[config.mk]
export PLATFORM = sky130hd
export DESIGN_NAME = convex_polygon_point_classifier_top
export DESIGN_NICKNAME = d
export VERILOG_FILES = /design/src/hdl/cppc_pkg.sv /design/src/hdl/convex_polygon_point_classifier_top.sv
export SDC_FILE = /design/constraint.sdc
export NUM_CORES = 2
export LEC_CHECK = 0
export BUFFER_PORTS_ARGS = -buffer_cell sky130_fd_sc_hd__buf_2
export CAP_MARGIN = 20
export CORE_UTILIZATION = 60
export CTS_CLUSTER_SIZE = 40
export DETAILED_ROUTE_END_ITERATION = 8
export PLACE_DENSITY = 0.75
export SLEW_MARGIN = 25
export SYNTH_ARGS = -nofsm -noshare
export SYNTH_HDL_FRONTEND = slang
export SYNTH_SLANG_ARGS = --single-unit
[constraint.sdc]
create_clock -name clk -period 25.4 [get_ports clk]
set_clock_uncertainty 0.15 [all_clocks]
set_input_delay 1.27 -clock clk [delete_from_list [all_inputs] [get_ports clk]]
set_output_delay 1.27 -clock clk [all_outputs]
set_load 0.02 [all_outputs]
[src/hdl/cppc_pkg.sv]
// Shared types and codes for the convex polygon point classifier.
// Used by the top level, its checker and the testbench; depends on nothing else.
`default_nettype none

package cppc_pkg;

  localparam int unsigned INDEX_BITS = 4;
  localparam int unsigned COUNT_BITS = 5;
  localparam int unsigned OUT_DATA_BITS = 8;

  typedef enum logic {
    FUNC_LOAD  = 1'b0,
    FUNC_POINT = 1'b1
  } func_t;

  typedef logic [1:0] place_t;

  localparam place_t PLACE_OUTSIDE = 2'd0;
  localparam place_t PLACE_PERIM   = 2'd1;
  localparam place_t PLACE_INSIDE  = 2'd2;

endpackage

`default_nettype wire

[src/hdl/convex_polygon_point_classifier_top.sv]
// Convex polygon point classifier: vertex table, sequencer and one shared multiplier.
// Depends on cppc_pkg.
//
// The slave stream carries one word per item. s_tuser selects a vertex load (0) or a
// point test (1); s_tlast marks the last point of a batch and comes back as m_tlast.
// A load writes one table entry in its accept cycle and gives no result. A point walks
// the vertices 0 to vertex_count-1 with one multiplier shared by both halves of each
// cross product: a table read, two multiplies and a sign test per vertex, then the
// word goes to the output register. A point holds s_tready low from its accept until
// its walk is done, its result word shows on the master side as s_tready returns,
// and no further point is taken during a walk. The count is capped at MAX_VERTICES;
// a negative product ends the walk early. The result sits in an output register, so
// the next item is taken while it waits; a further result waits in its last step
// until the master side has taken the first. The cfg channel writes vertex_count and
// is always ready; the user must write it only while the block is idle, which the
// block does not enforce. Reset clears vertex_count and the output valid flag; table
// entries hold no defined value until loaded, and no clearing pass runs.
`default_nettype none

module convex_polygon_point_classifier_top #(
  parameter int MAX_VERTICES = 16,
  parameter int COORD_BITS   = 16
) (
  input  wire logic                                    clk,
  input  wire logic                                    rst,
  // s_tdata fields from bit 0: vertex_index, vertex_x, vertex_y, edge_dx, edge_dy,
  // point_x, point_y, zero fill.
  input  wire logic [((6*COORD_BITS+6+7)/8)*8-1:0]     s_tdata,
  input  wire logic                                    s_tuser,  // func
  input  wire logic                                    s_tlast,  // point_last
  input  wire logic                                    s_tvalid,
  output logic                                         s_tready,
  // m_tdata fields from bit 0: placement, strictly_inside, zero fill.
  output logic [cppc_pkg::OUT_DATA_BITS-1:0]           m_tdata,
  output logic                                         m_tlast,  // batch_end
  output logic                                         m_tvalid,
  input  wire logic                                    m_tready,
  input  wire logic [cppc_pkg::COUNT_BITS-1:0]         cfg_data,  // vertex_count
  input  wire logic                                    cfg_valid,
  output logic                                         cfg_ready
);

  localparam int CB = COORD_BITS;
  localparam int EB = COORD_BITS + 1;
  localparam int PB = 2 * EB;
  localparam int XB = PB + 1;
  localparam int AW = $clog2(MAX_VERTICES);
  localparam int IW = $clog2(MAX_VERTICES + 1);
  localparam int ROW_BITS = 2 * CB + 2 * EB;

  localparam int VX_LO = cppc_pkg::INDEX_BITS;
  localparam int VY_LO = VX_LO + CB;
  localparam int EX_LO = VY_LO + CB;
  localparam int EY_LO = EX_LO + EB;
  localparam int PX_LO = EY_LO + EB;
  localparam int PY_LO = PX_LO + CB;

  typedef enum logic [2:0] {
    S_IDLE,
    S_FETCH,
    S_MULA,
    S_MULB,
    S_CHECK,
    S_DONE
  } state_t;

  state_t state;

  logic [ROW_BITS-1:0] mem [MAX_VERTICES];
  logic [ROW_BITS-1:0] rd_row;

  logic [cppc_pkg::COUNT_BITS-1:0] vertex_count;
  logic [IW-1:0]                   n_eff;
  logic [IW-1:0]                   idx;
  logic [IW-1:0]                   idx_inc;
  logic signed [CB-1:0]            px;
  logic signed [CB-1:0]            py;
  logic                            last;
  logic                            outside;
  logic                            perim;
  logic signed [EB-1:0]            tx;
  logic signed [PB-1:0]            prod;
  logic signed [PB-1:0]            prod_a;
  logic signed [XB-1:0]            cross_val;
  logic signed [EB-1:0]            mul_a;
  logic signed [EB-1:0]            mul_b;
  logic signed [PB-1:0]            mul_p;
  logic signed [CB-1:0]            row_vx;
  logic signed [CB-1:0]            row_vy;
  logic signed [EB-1:0]            row_ex;
  logic signed [EB-1:0]            row_ey;
  logic [cppc_pkg::INDEX_BITS-1:0] load_index;
  logic                            load_hit;
  logic                            s_take;
  cppc_pkg::place_t                place;

  assign s_tready  = (state == S_IDLE);
  assign cfg_ready = 1'b1;
  assign s_take    = s_tvalid && s_tready;

  assign load_index = s_tdata[cppc_pkg::INDEX_BITS-1:0];
  assign load_hit   = (32'(load_index) < 32'(MAX_VERTICES));

  assign row_vx = $signed(rd_row[CB-1:0]);
  assign row_vy = $signed(rd_row[2*CB-1:CB]);
  assign row_ex = $signed(rd_row[2*CB+EB-1:2*CB]);
  assign row_ey = $signed(rd_row[ROW_BITS-1:2*CB+EB]);

  always_comb begin
    if (32'(vertex_count) > 32'(MAX_VERTICES)) begin
      n_eff = IW'(MAX_VERTICES);
    end else begin
      n_eff = IW'(vertex_count);
    end
  end

  assign idx_inc = idx + IW'(1);

  // The shared multiplier: edge_dx * (py - vy) first, then edge_dy * (px - vx).
  always_comb begin
    if (state == S_MULA) begin
      mul_a = row_ex;
      mul_b = EB'(py) - EB'(row_vy);
    end else begin
      mul_a = row_ey;
      mul_b = tx;
    end
  end

  assign mul_p = PB'(mul_a) * PB'(mul_b);
  assign cross_val = XB'(prod_a) - XB'(prod);

  always_comb begin
    if (outside) begin
      place = cppc_pkg::PLACE_OUTSIDE;
    end else if (perim) begin
      place = cppc_pkg::PLACE_PERIM;
    end else begin
      place = cppc_pkg::PLACE_INSIDE;
    end
  end

  always_ff @(posedge clk) begin
    if (s_take && (s_tuser == cppc_pkg::FUNC_LOAD) && load_hit) begin
      mem[AW'(load_index)] <= {s_tdata[PX_LO-1:EY_LO], s_tdata[EY_LO-1:EX_LO],
                               s_tdata[EX_LO-1:VY_LO], s_tdata[VY_LO-1:VX_LO]};
    end
    rd_row <= mem[idx[AW-1:0]];
  end

  always_ff @(posedge clk) begin
    if (rst) begin
      state        <= S_IDLE;
      m_tvalid     <= 1'b0;
      vertex_count <= '0;
    end else begin
      if (cfg_valid && cfg_ready) begin
        vertex_count <= cfg_data;
      end
      if (m_tvalid && m_tready && (state != S_DONE)) begin
        m_tvalid <= 1'b0;
      end
      case (state)
        S_IDLE: begin
          if (s_take && (s_tuser == cppc_pkg::FUNC_POINT)) begin
            px      <= $signed(s_tdata[PY_LO-1:PX_LO]);
            py      <= $signed(s_tdata[PY_LO+CB-1:PY_LO]);
            last    <= s_tlast;
            idx     <= '0;
            outside <= 1'b0;
            perim   <= 1'b0;
            if (n_eff == '0) begin
              state <= S_DONE;
            end else begin
              state <= S_FETCH;
            end
          end
        end
        S_FETCH: begin
          state <= S_MULA;
        end
        S_MULA: begin
          prod  <= mul_p;
          tx    <= EB'(px) - EB'(row_vx);
          state <= S_MULB;
        end
        S_MULB: begin
          prod_a <= prod;
          prod   <= mul_p;
          state  <= S_CHECK;
        end
        S_CHECK: begin
          if (cross_val < 0) begin
            outside <= 1'b1;
            state   <= S_DONE;
          end else begin
            if (cross_val == 0) begin
              perim <= 1'b1;
            end
            if (idx_inc == n_eff) begin
              state <= S_DONE;
            end else begin
              idx   <= idx_inc;
              state <= S_FETCH;
            end
          end
        end
        S_DONE: begin
          if (!m_tvalid || m_tready) begin
            m_tvalid <= 1'b1;
            m_tdata  <= {{(cppc_pkg::OUT_DATA_BITS-3){1'b0}},
                         (place == cppc_pkg::PLACE_INSIDE), place};
            m_tlast  <= last;
            state    <= S_IDLE;
          end
        end
        default: begin
          state <= S_IDLE;
        end
      endcase
    end
  end

endmodule

`default_nettype wire

* Word level (Yosys, flattened, before mapping)
Memory sizes are Yosys's and may differ from the RTL's. A register that Yosys moved wholly into a read port is not among the register bits.
Index checks and enable logic that the tools add are counted.
** Cells by class
- Add/sub/neg operators :: 4
- $mul :: 1
- Div/mod/pow operators :: 0
- Order comparisons :: 2
- Equal/unequal tests :: 14
- Shift-type cells :: 0
- Multiplexer cells :: 26
- Bitwise gates (word level) :: 2
- Reductions and logical operators :: 21
** Operators by type and width (count)
- logical NOT 35 bit :: 1
- < comparator 35 x 1 -> 1 bit (second input constant) :: 1
- subtractor 34 x 34 -> 35 bit :: 1
- multiplier 17 x 17 -> 34 bit :: 1
- two-way mux 17 bit :: 2
- subtractor 16 x 16 -> 17 bit :: 2
- two-way mux 5 bit :: 4
- one-hot mux 3 bit (6 select lines) :: 1
- two-way mux 3 bit :: 5
- != test 2 bit (second input constant) :: 5
- one-hot mux 5 bit (2 select lines) :: 1
- AND reduction 5 bit :: 2
- two-way mux 1 bit :: 9
- AND reduction 2 bit :: 4
- equality test 3 x 2 -> 1 bit (second input constant) :: 2
- equality test 3 bit (second input constant) :: 2
- AND reduction 3 bit :: 2
- adder 5 x 1 -> 5 bit (second input constant) :: 1
- equality test 5 bit :: 1
- > comparator 5 bit (second input constant) :: 1
- logical AND 1 bit :: 5
- logical NOT 5 bit :: 1
- two-way mux 2 bit :: 2
- one-hot mux 1 bit (2 select lines) :: 2
- 11 further kinds :: 12
** Word-level totals
- Flip-flop bits (word level) :: 138
- Latch bits :: 0
- Memory bits (writable) :: 1056
- Bits in read-only memories :: 0
- Input bits :: 116
- Memories kept :: 1
** Memories
- mem :: words 16, width 66, read ports 1, clocked after memory_dff 1, wr ports 1, RTL line convex_polygon_point_classifier_top.sv:69 : logic [ROW_BITS-1:0] mem [MAX_VERTICES];

* Longest topological paths before layout
- Depth after elaboration :: 6
- Depth in mapped cells :: 36
- Mapped depth without buffers :: 36

* Least setup slack after synthesis
Ideal clock, no wire load.
- Kind :: register -> register
- From :: register py[0]
- To :: register prod[33], data pin
- Library setup time :: 263 ps
- Data arrival time :: 7667 ps
- Required time :: 24987 ps
- Slack :: 17321 ps
- Stages on the path, launching flop included :: 33
- Path buffers :: 1
- Cell sequence :: edfxtp_1 > inv_1 > ha_1 > inv_1 > fa_1 > a21o_1 > a21oi_1 > o21bai_1 > a41o_1 > o211ai_1 > a31oi_1 > nor3_1 > a2bb2oi_1 > buf_2 > nor2_1 > fa_1 > fa_1 > fa_1 > fa_1 > fa_1 > inv_1 > fa_1 > inv_1 > ha_1 > a21oi_1 > o2111ai_1 > a31oi_1 > o21ai_2 > a21o_1 > o311ai_4 > nor2_1 > o41ai_2 > xnor2_1
** Between the ends
- Longest elaborated chain between the ends :: 3
** RTL lines
- from (decl) :: RTL line convex_polygon_point_classifier_top.sv:77 : logic signed [CB-1:0] py;
- from (signal assigned) :: RTL line convex_polygon_point_classifier_top.sv:167 : py <= $signed(s_tdata[PY_LO+CB-1:PY_LO]);
- subtractor 16 x 16 -> 17 bit :: RTL line convex_polygon_point_classifier_top.sv:123 : mul_b = EB'(py) - EB'(row_vy);
- two-way mux 17 bit :: RTL line convex_polygon_point_classifier_top.sv:121 : if (state == S_MULA) begin
- multiplier 17 x 17 -> 34 bit :: RTL line convex_polygon_point_classifier_top.sv:130 : assign mul_p = PB'(mul_a) * PB'(mul_b);
- named net mul_p[33] :: RTL line convex_polygon_point_classifier_top.sv:87 : logic signed [PB-1:0] mul_p;
- to (signal assigned) :: RTL line convex_polygon_point_classifier_top.sv:183 : prod <= mul_p;
- to (signal assigned) :: RTL line convex_polygon_point_classifier_top.sv:189 : prod <= mul_p;
- to (decl) :: RTL line convex_polygon_point_classifier_top.sv:82 : logic signed [PB-1:0] prod;
The timed path passes the listed nets, and every way through them passes these cells.
A chain may end at the register's enable or synchronous reset.

* Worst setup path in the final report
- From :: register rd_row[16] (read register of mem)
- To :: register prod[33], data pin
** Between the ends
- Longest elaborated chain between the ends :: 3
** RTL lines
- from (decl) :: RTL line convex_polygon_point_classifier_top.sv:70 : logic [ROW_BITS-1:0] rd_row;
- subtractor 16 x 16 -> 17 bit :: RTL line convex_polygon_point_classifier_top.sv:123
- two-way mux 17 bit :: RTL line convex_polygon_point_classifier_top.sv:121
- multiplier 17 x 17 -> 34 bit :: RTL line convex_polygon_point_classifier_top.sv:130
- named net mul_p[33] :: RTL line convex_polygon_point_classifier_top.sv:87
The timed path passes the listed nets, and every way through them passes these cells.

==> results.txt <==
Status: finished clean
Post-cts sizing count: 0
Setup crit end kind: flip-flop
RSZ-0062 raised after global routing: no
First-pass GRT wire length: 215.1 mm
Ys async rst share: 0%
Drt total wl: 145.1 mm
Reg-to-Reg End: prod[33]$_DFFE_PP_
Grt met1 use: 38.32%
TritonCTS clock tree: built
Post-synth EDFFs: 1184
Effective utilization at floorplan: 60.45%
Hpwl dp: 86.96 mm
Grt total ovfl: 0
Number of max-cap violations: 0
Wire per inst: 27.78 um
Slew HR: 26.42%
Clock buffer depth: 3
Final Hold Fails: 0
Clk root buf: clkbuf_16
WP data arrival: 9490 ps
Clock Pin Slew Worst Setup and Hold Paths: 70 ps
Crit Path Class: flip-flop to flip-flop
Drt pass-1 iters: 5
Worst-skew pair later-pin latency: 730 ps
Hold Crit Start: last$_DFFE_PP_
CTS sink cnt: 1259
Flop-to-flop setup slack: 16180 ps
Period minus WS final: 9225 ps
Crit start category: flip-flop
Antenna violations before repair: 22
Synth warn: 0
Final Slew Violations: 0
Cell mode on critical path: fa_1
Worst path required time: 25660 ps
Worst Hold End: m_tlast$_DFFE_PP_
Synth area leader: edfxtp_1
Vias in the first global route: 34095
Worst Reg-to-Reg Cells: 32
Layout cells sized above 1: 20.59%
Met3 global-route usage: 4.889%
Setup violators final: 0
Buffers on Ports: 119
PnR worst setup slack: 16180 ps
Core ar.: 100000 sq um
Worst hold path depth: 0
Mean Syn Cell Area: 16.70 sq um
# IOs: 128
Residual DRC: 0
Hold Crit Class: flip-flop to flip-flop
Seq/Total Area, Yosys: 61.30%
RR Startpoint: rd_row[16]$_DFF_P_
Largest net degree at the start of global routing: 144
Seq cells post-synth: 1259
Tcrit/Tclk final: 36.32%
Top post-synthesis cells by area: edfxtp_1, mux4_2, fa_1
Netlist Area Pre-Place: 60450 sq um
Pre-CTS setup slack: 16210 ps
FP Rows: 116
Setup TNS: 0 ps
Routability-driven placement congestion ratio: 0.9239
Reg area: 37060 sq um
Post-layout util: 67.00%
Cells after Synth: 3620
Critical path's largest stage delay: 540 ps
Die H: 319.4 um
Grt met2 use: 48.60%
CP max FO: 12
Setup Fix Bufs, Post-CTS: 0
Die width: 319.4 um
Unique masters post-synth: 104
Area of the die: 102000 sq um
Max Clock Freq: 108.4 MHz
Busiest grt layer: met2
GRT Util Overall: 29.04%
Slew @ Worst Pin: 1073 ps
CP max-delay cell: fa_1
Routed vias/inst: 6.271
H-tree depth: 3
Final nets: 4380
Area grow syn2layout: 10.82%
Fillers: 6488
Area share of the leading cell type in the synthesized netlist: 58.81%
Worst Hold Margin: 277.4 ps
Cts hold-fix bufs: 0
Most used DFF post-synth: edfxtp_1
Area of the multi-input gates: 21480 sq um
DRT iter0 DRCs: 3586
CTS Buf Count: 121
Vias: 32768
Antenna viol nets, final: 0
## state kept, by name, summed over array words and instances, names as in the netlist
name and flops:
idx 5, last 1, m_tdata 2, m_tlast 1
m_tvalid 1, mem 1056, outside 1, perim 1
prod 34, prod_a 34, px 16, py 16
rd_row 66, state 3, tx 17, vertex_count 5
## metrics by stage
| step | cell area [sq um] | instances |
|---|---|---|
| 6_report | 67000 | 5225 |
| 3_3_place_gp | 62800 | 4984 |
| 4_1_cts | 66950 | 5216 |
| 3_5_place_dp | 62900 | 4987 |
| 5_1_grt | 66990 | 5223 |
| 2_1_floorplan | 60470 | 3624 |
## layout by cell type (no fill, tap or decap), types with 7 or more instances in the layout
| cell | instances |
|---|---|
| a21o_1 | 20 |
| a21oi_1 | 69 |
| a31oi_1 | 10 |
| and2_1 | 8 |
| and3_1 | 9 |
| buf_2 | 119 |
| buf_4 | 66 |
| bufinv_16 | 14 |
| clkbuf_1 | 25 |
| clkbuf_16 | 122 |
| clkinv_1 | 23 |
| clkinv_2 | 26 |
| dfxtp_1 | 75 |
| diode_2 | 8 |
| edfxtp_1 | 1184 |
| fa_1 | 299 |
| ha_1 | 152 |
| inv_1 | 407 |
| mux2i_1 | 34 |
| mux4_2 | 330 |
| nand2_1 | 248 |
| nand2b_1 | 25 |
| nand3_1 | 21 |
| nand4_1 | 7 |
| nor2_1 | 229 |
| nor2_4 | 13 |
| nor2b_1 | 17 |
| nor3_1 | 20 |
| nor3_2 | 8 |
| o21a_1 | 10 |
| o21ai_0 | 30 |
| o21ai_1 | 10 |
| or2_2 | 15 |
| xnor2_1 | 55 |
| xor2_1 | 15 |
## worst max-delay path, delay by kind of cell, from the launching register on
kind	cells	cell delay, ps
compound gates	13	2970
buf+inv	4	200
xor+xnor	2	330
flops	1	440
simple gates	4	870
fa+ha+maj	9	3880
## kinds of logic (layout without fill, tap and decap cells)
logic type | Yosys count | in the layout | synth area share (%)
AND/OR/NAND/NOR | 661 | 661 | 4.882
adder cells (fa/ha/maj) | 451 | 451 | 13.05
XOR/XNOR | 70 | 70 | 1.014
AO/OA/AOI/OAI | 271 | 271 | 3.285
other | 2 | 14 | 0.01242
flip-flops | 1259 | 1259 | 61.30
buffers and inverters | 533 | 828 | 3.450
multiplexers | 373 | 373 | 13.01
## cell usage after synthesis, drive strengths merged, types with 5 or more instances
library cell	n
o31ai	7
or3	7
a2111oi	6
a21o	23
fa	299
edfxtp	1184
xnor2	55
nand2b	25
o21a	12
mux4	330
nor3	29
ha	152
and3	11
nor4	5
xor2	15
o21bai	6
o211ai	5
o2111ai	6
or2	16
o41ai	6
a211o	6
nand3	21
nand4	8
clkbuf	75
o21ai	45
a21oi	75
o22ai	6
and2	12
o211a	6
a211oi	8
a31oi	11
nor2b	18
buf	50
dfxtp	75
nand2	248
inv	408
mux2i	39
a21boi	7
nor2	242
## worst max-delay path by stage
| stage | startpoint | endpoint | slack, ps | depth (start not counted) |
|---|---|---|---|---|
| floorplan | py[0]$_DFFE_PP_ | prod[33]$_DFFE_PP_ | 17320 | 32 |
| global placement | rd_row[16]$_DFF_P_ | prod[33]$_DFFE_PP_ | 16390 | 31 |
| detailed placement | rd_row[16]$_DFF_P_ | prod[33]$_DFFE_PP_ | 16210 | 32 |
| CTS | rd_row[16]$_DFF_P_ | prod[33]$_DFFE_PP_ | 16160 | 32 |
| global route | rd_row[16]$_DFF_P_ | prod[33]$_DFFE_PP_ | 15770 | 32 |
| finish | rd_row[16]$_DFF_P_ | prod[33]$_DFFE_PP_ | 16180 | 32 |
## layout make-up
type / instances / area share (%)
sequential: 1259 / 55.31
antenna: 8 / 0.02988
tap: 1298 / 2.424
inverter: 408 / 2.286
multi-input combinational: 1832 / 32.07
clock inverter: 77 / 1.244
clock buffer: 152 / 4.800
timing repair buffer: 191 / 1.841
## per-layer routing
layer | share of wire (%) | up-vias
li1 | - | 13799
met1 | 37 | 16968
met2 | 50 | 1651
met3 | 8.6 | 340
met4 | 4.1 | 10
met5 | 0.041 | -
Power is left out: the tool's default activity adds up to more than one toggle a clock period on the data nets, which glitch-free logic cannot reach.
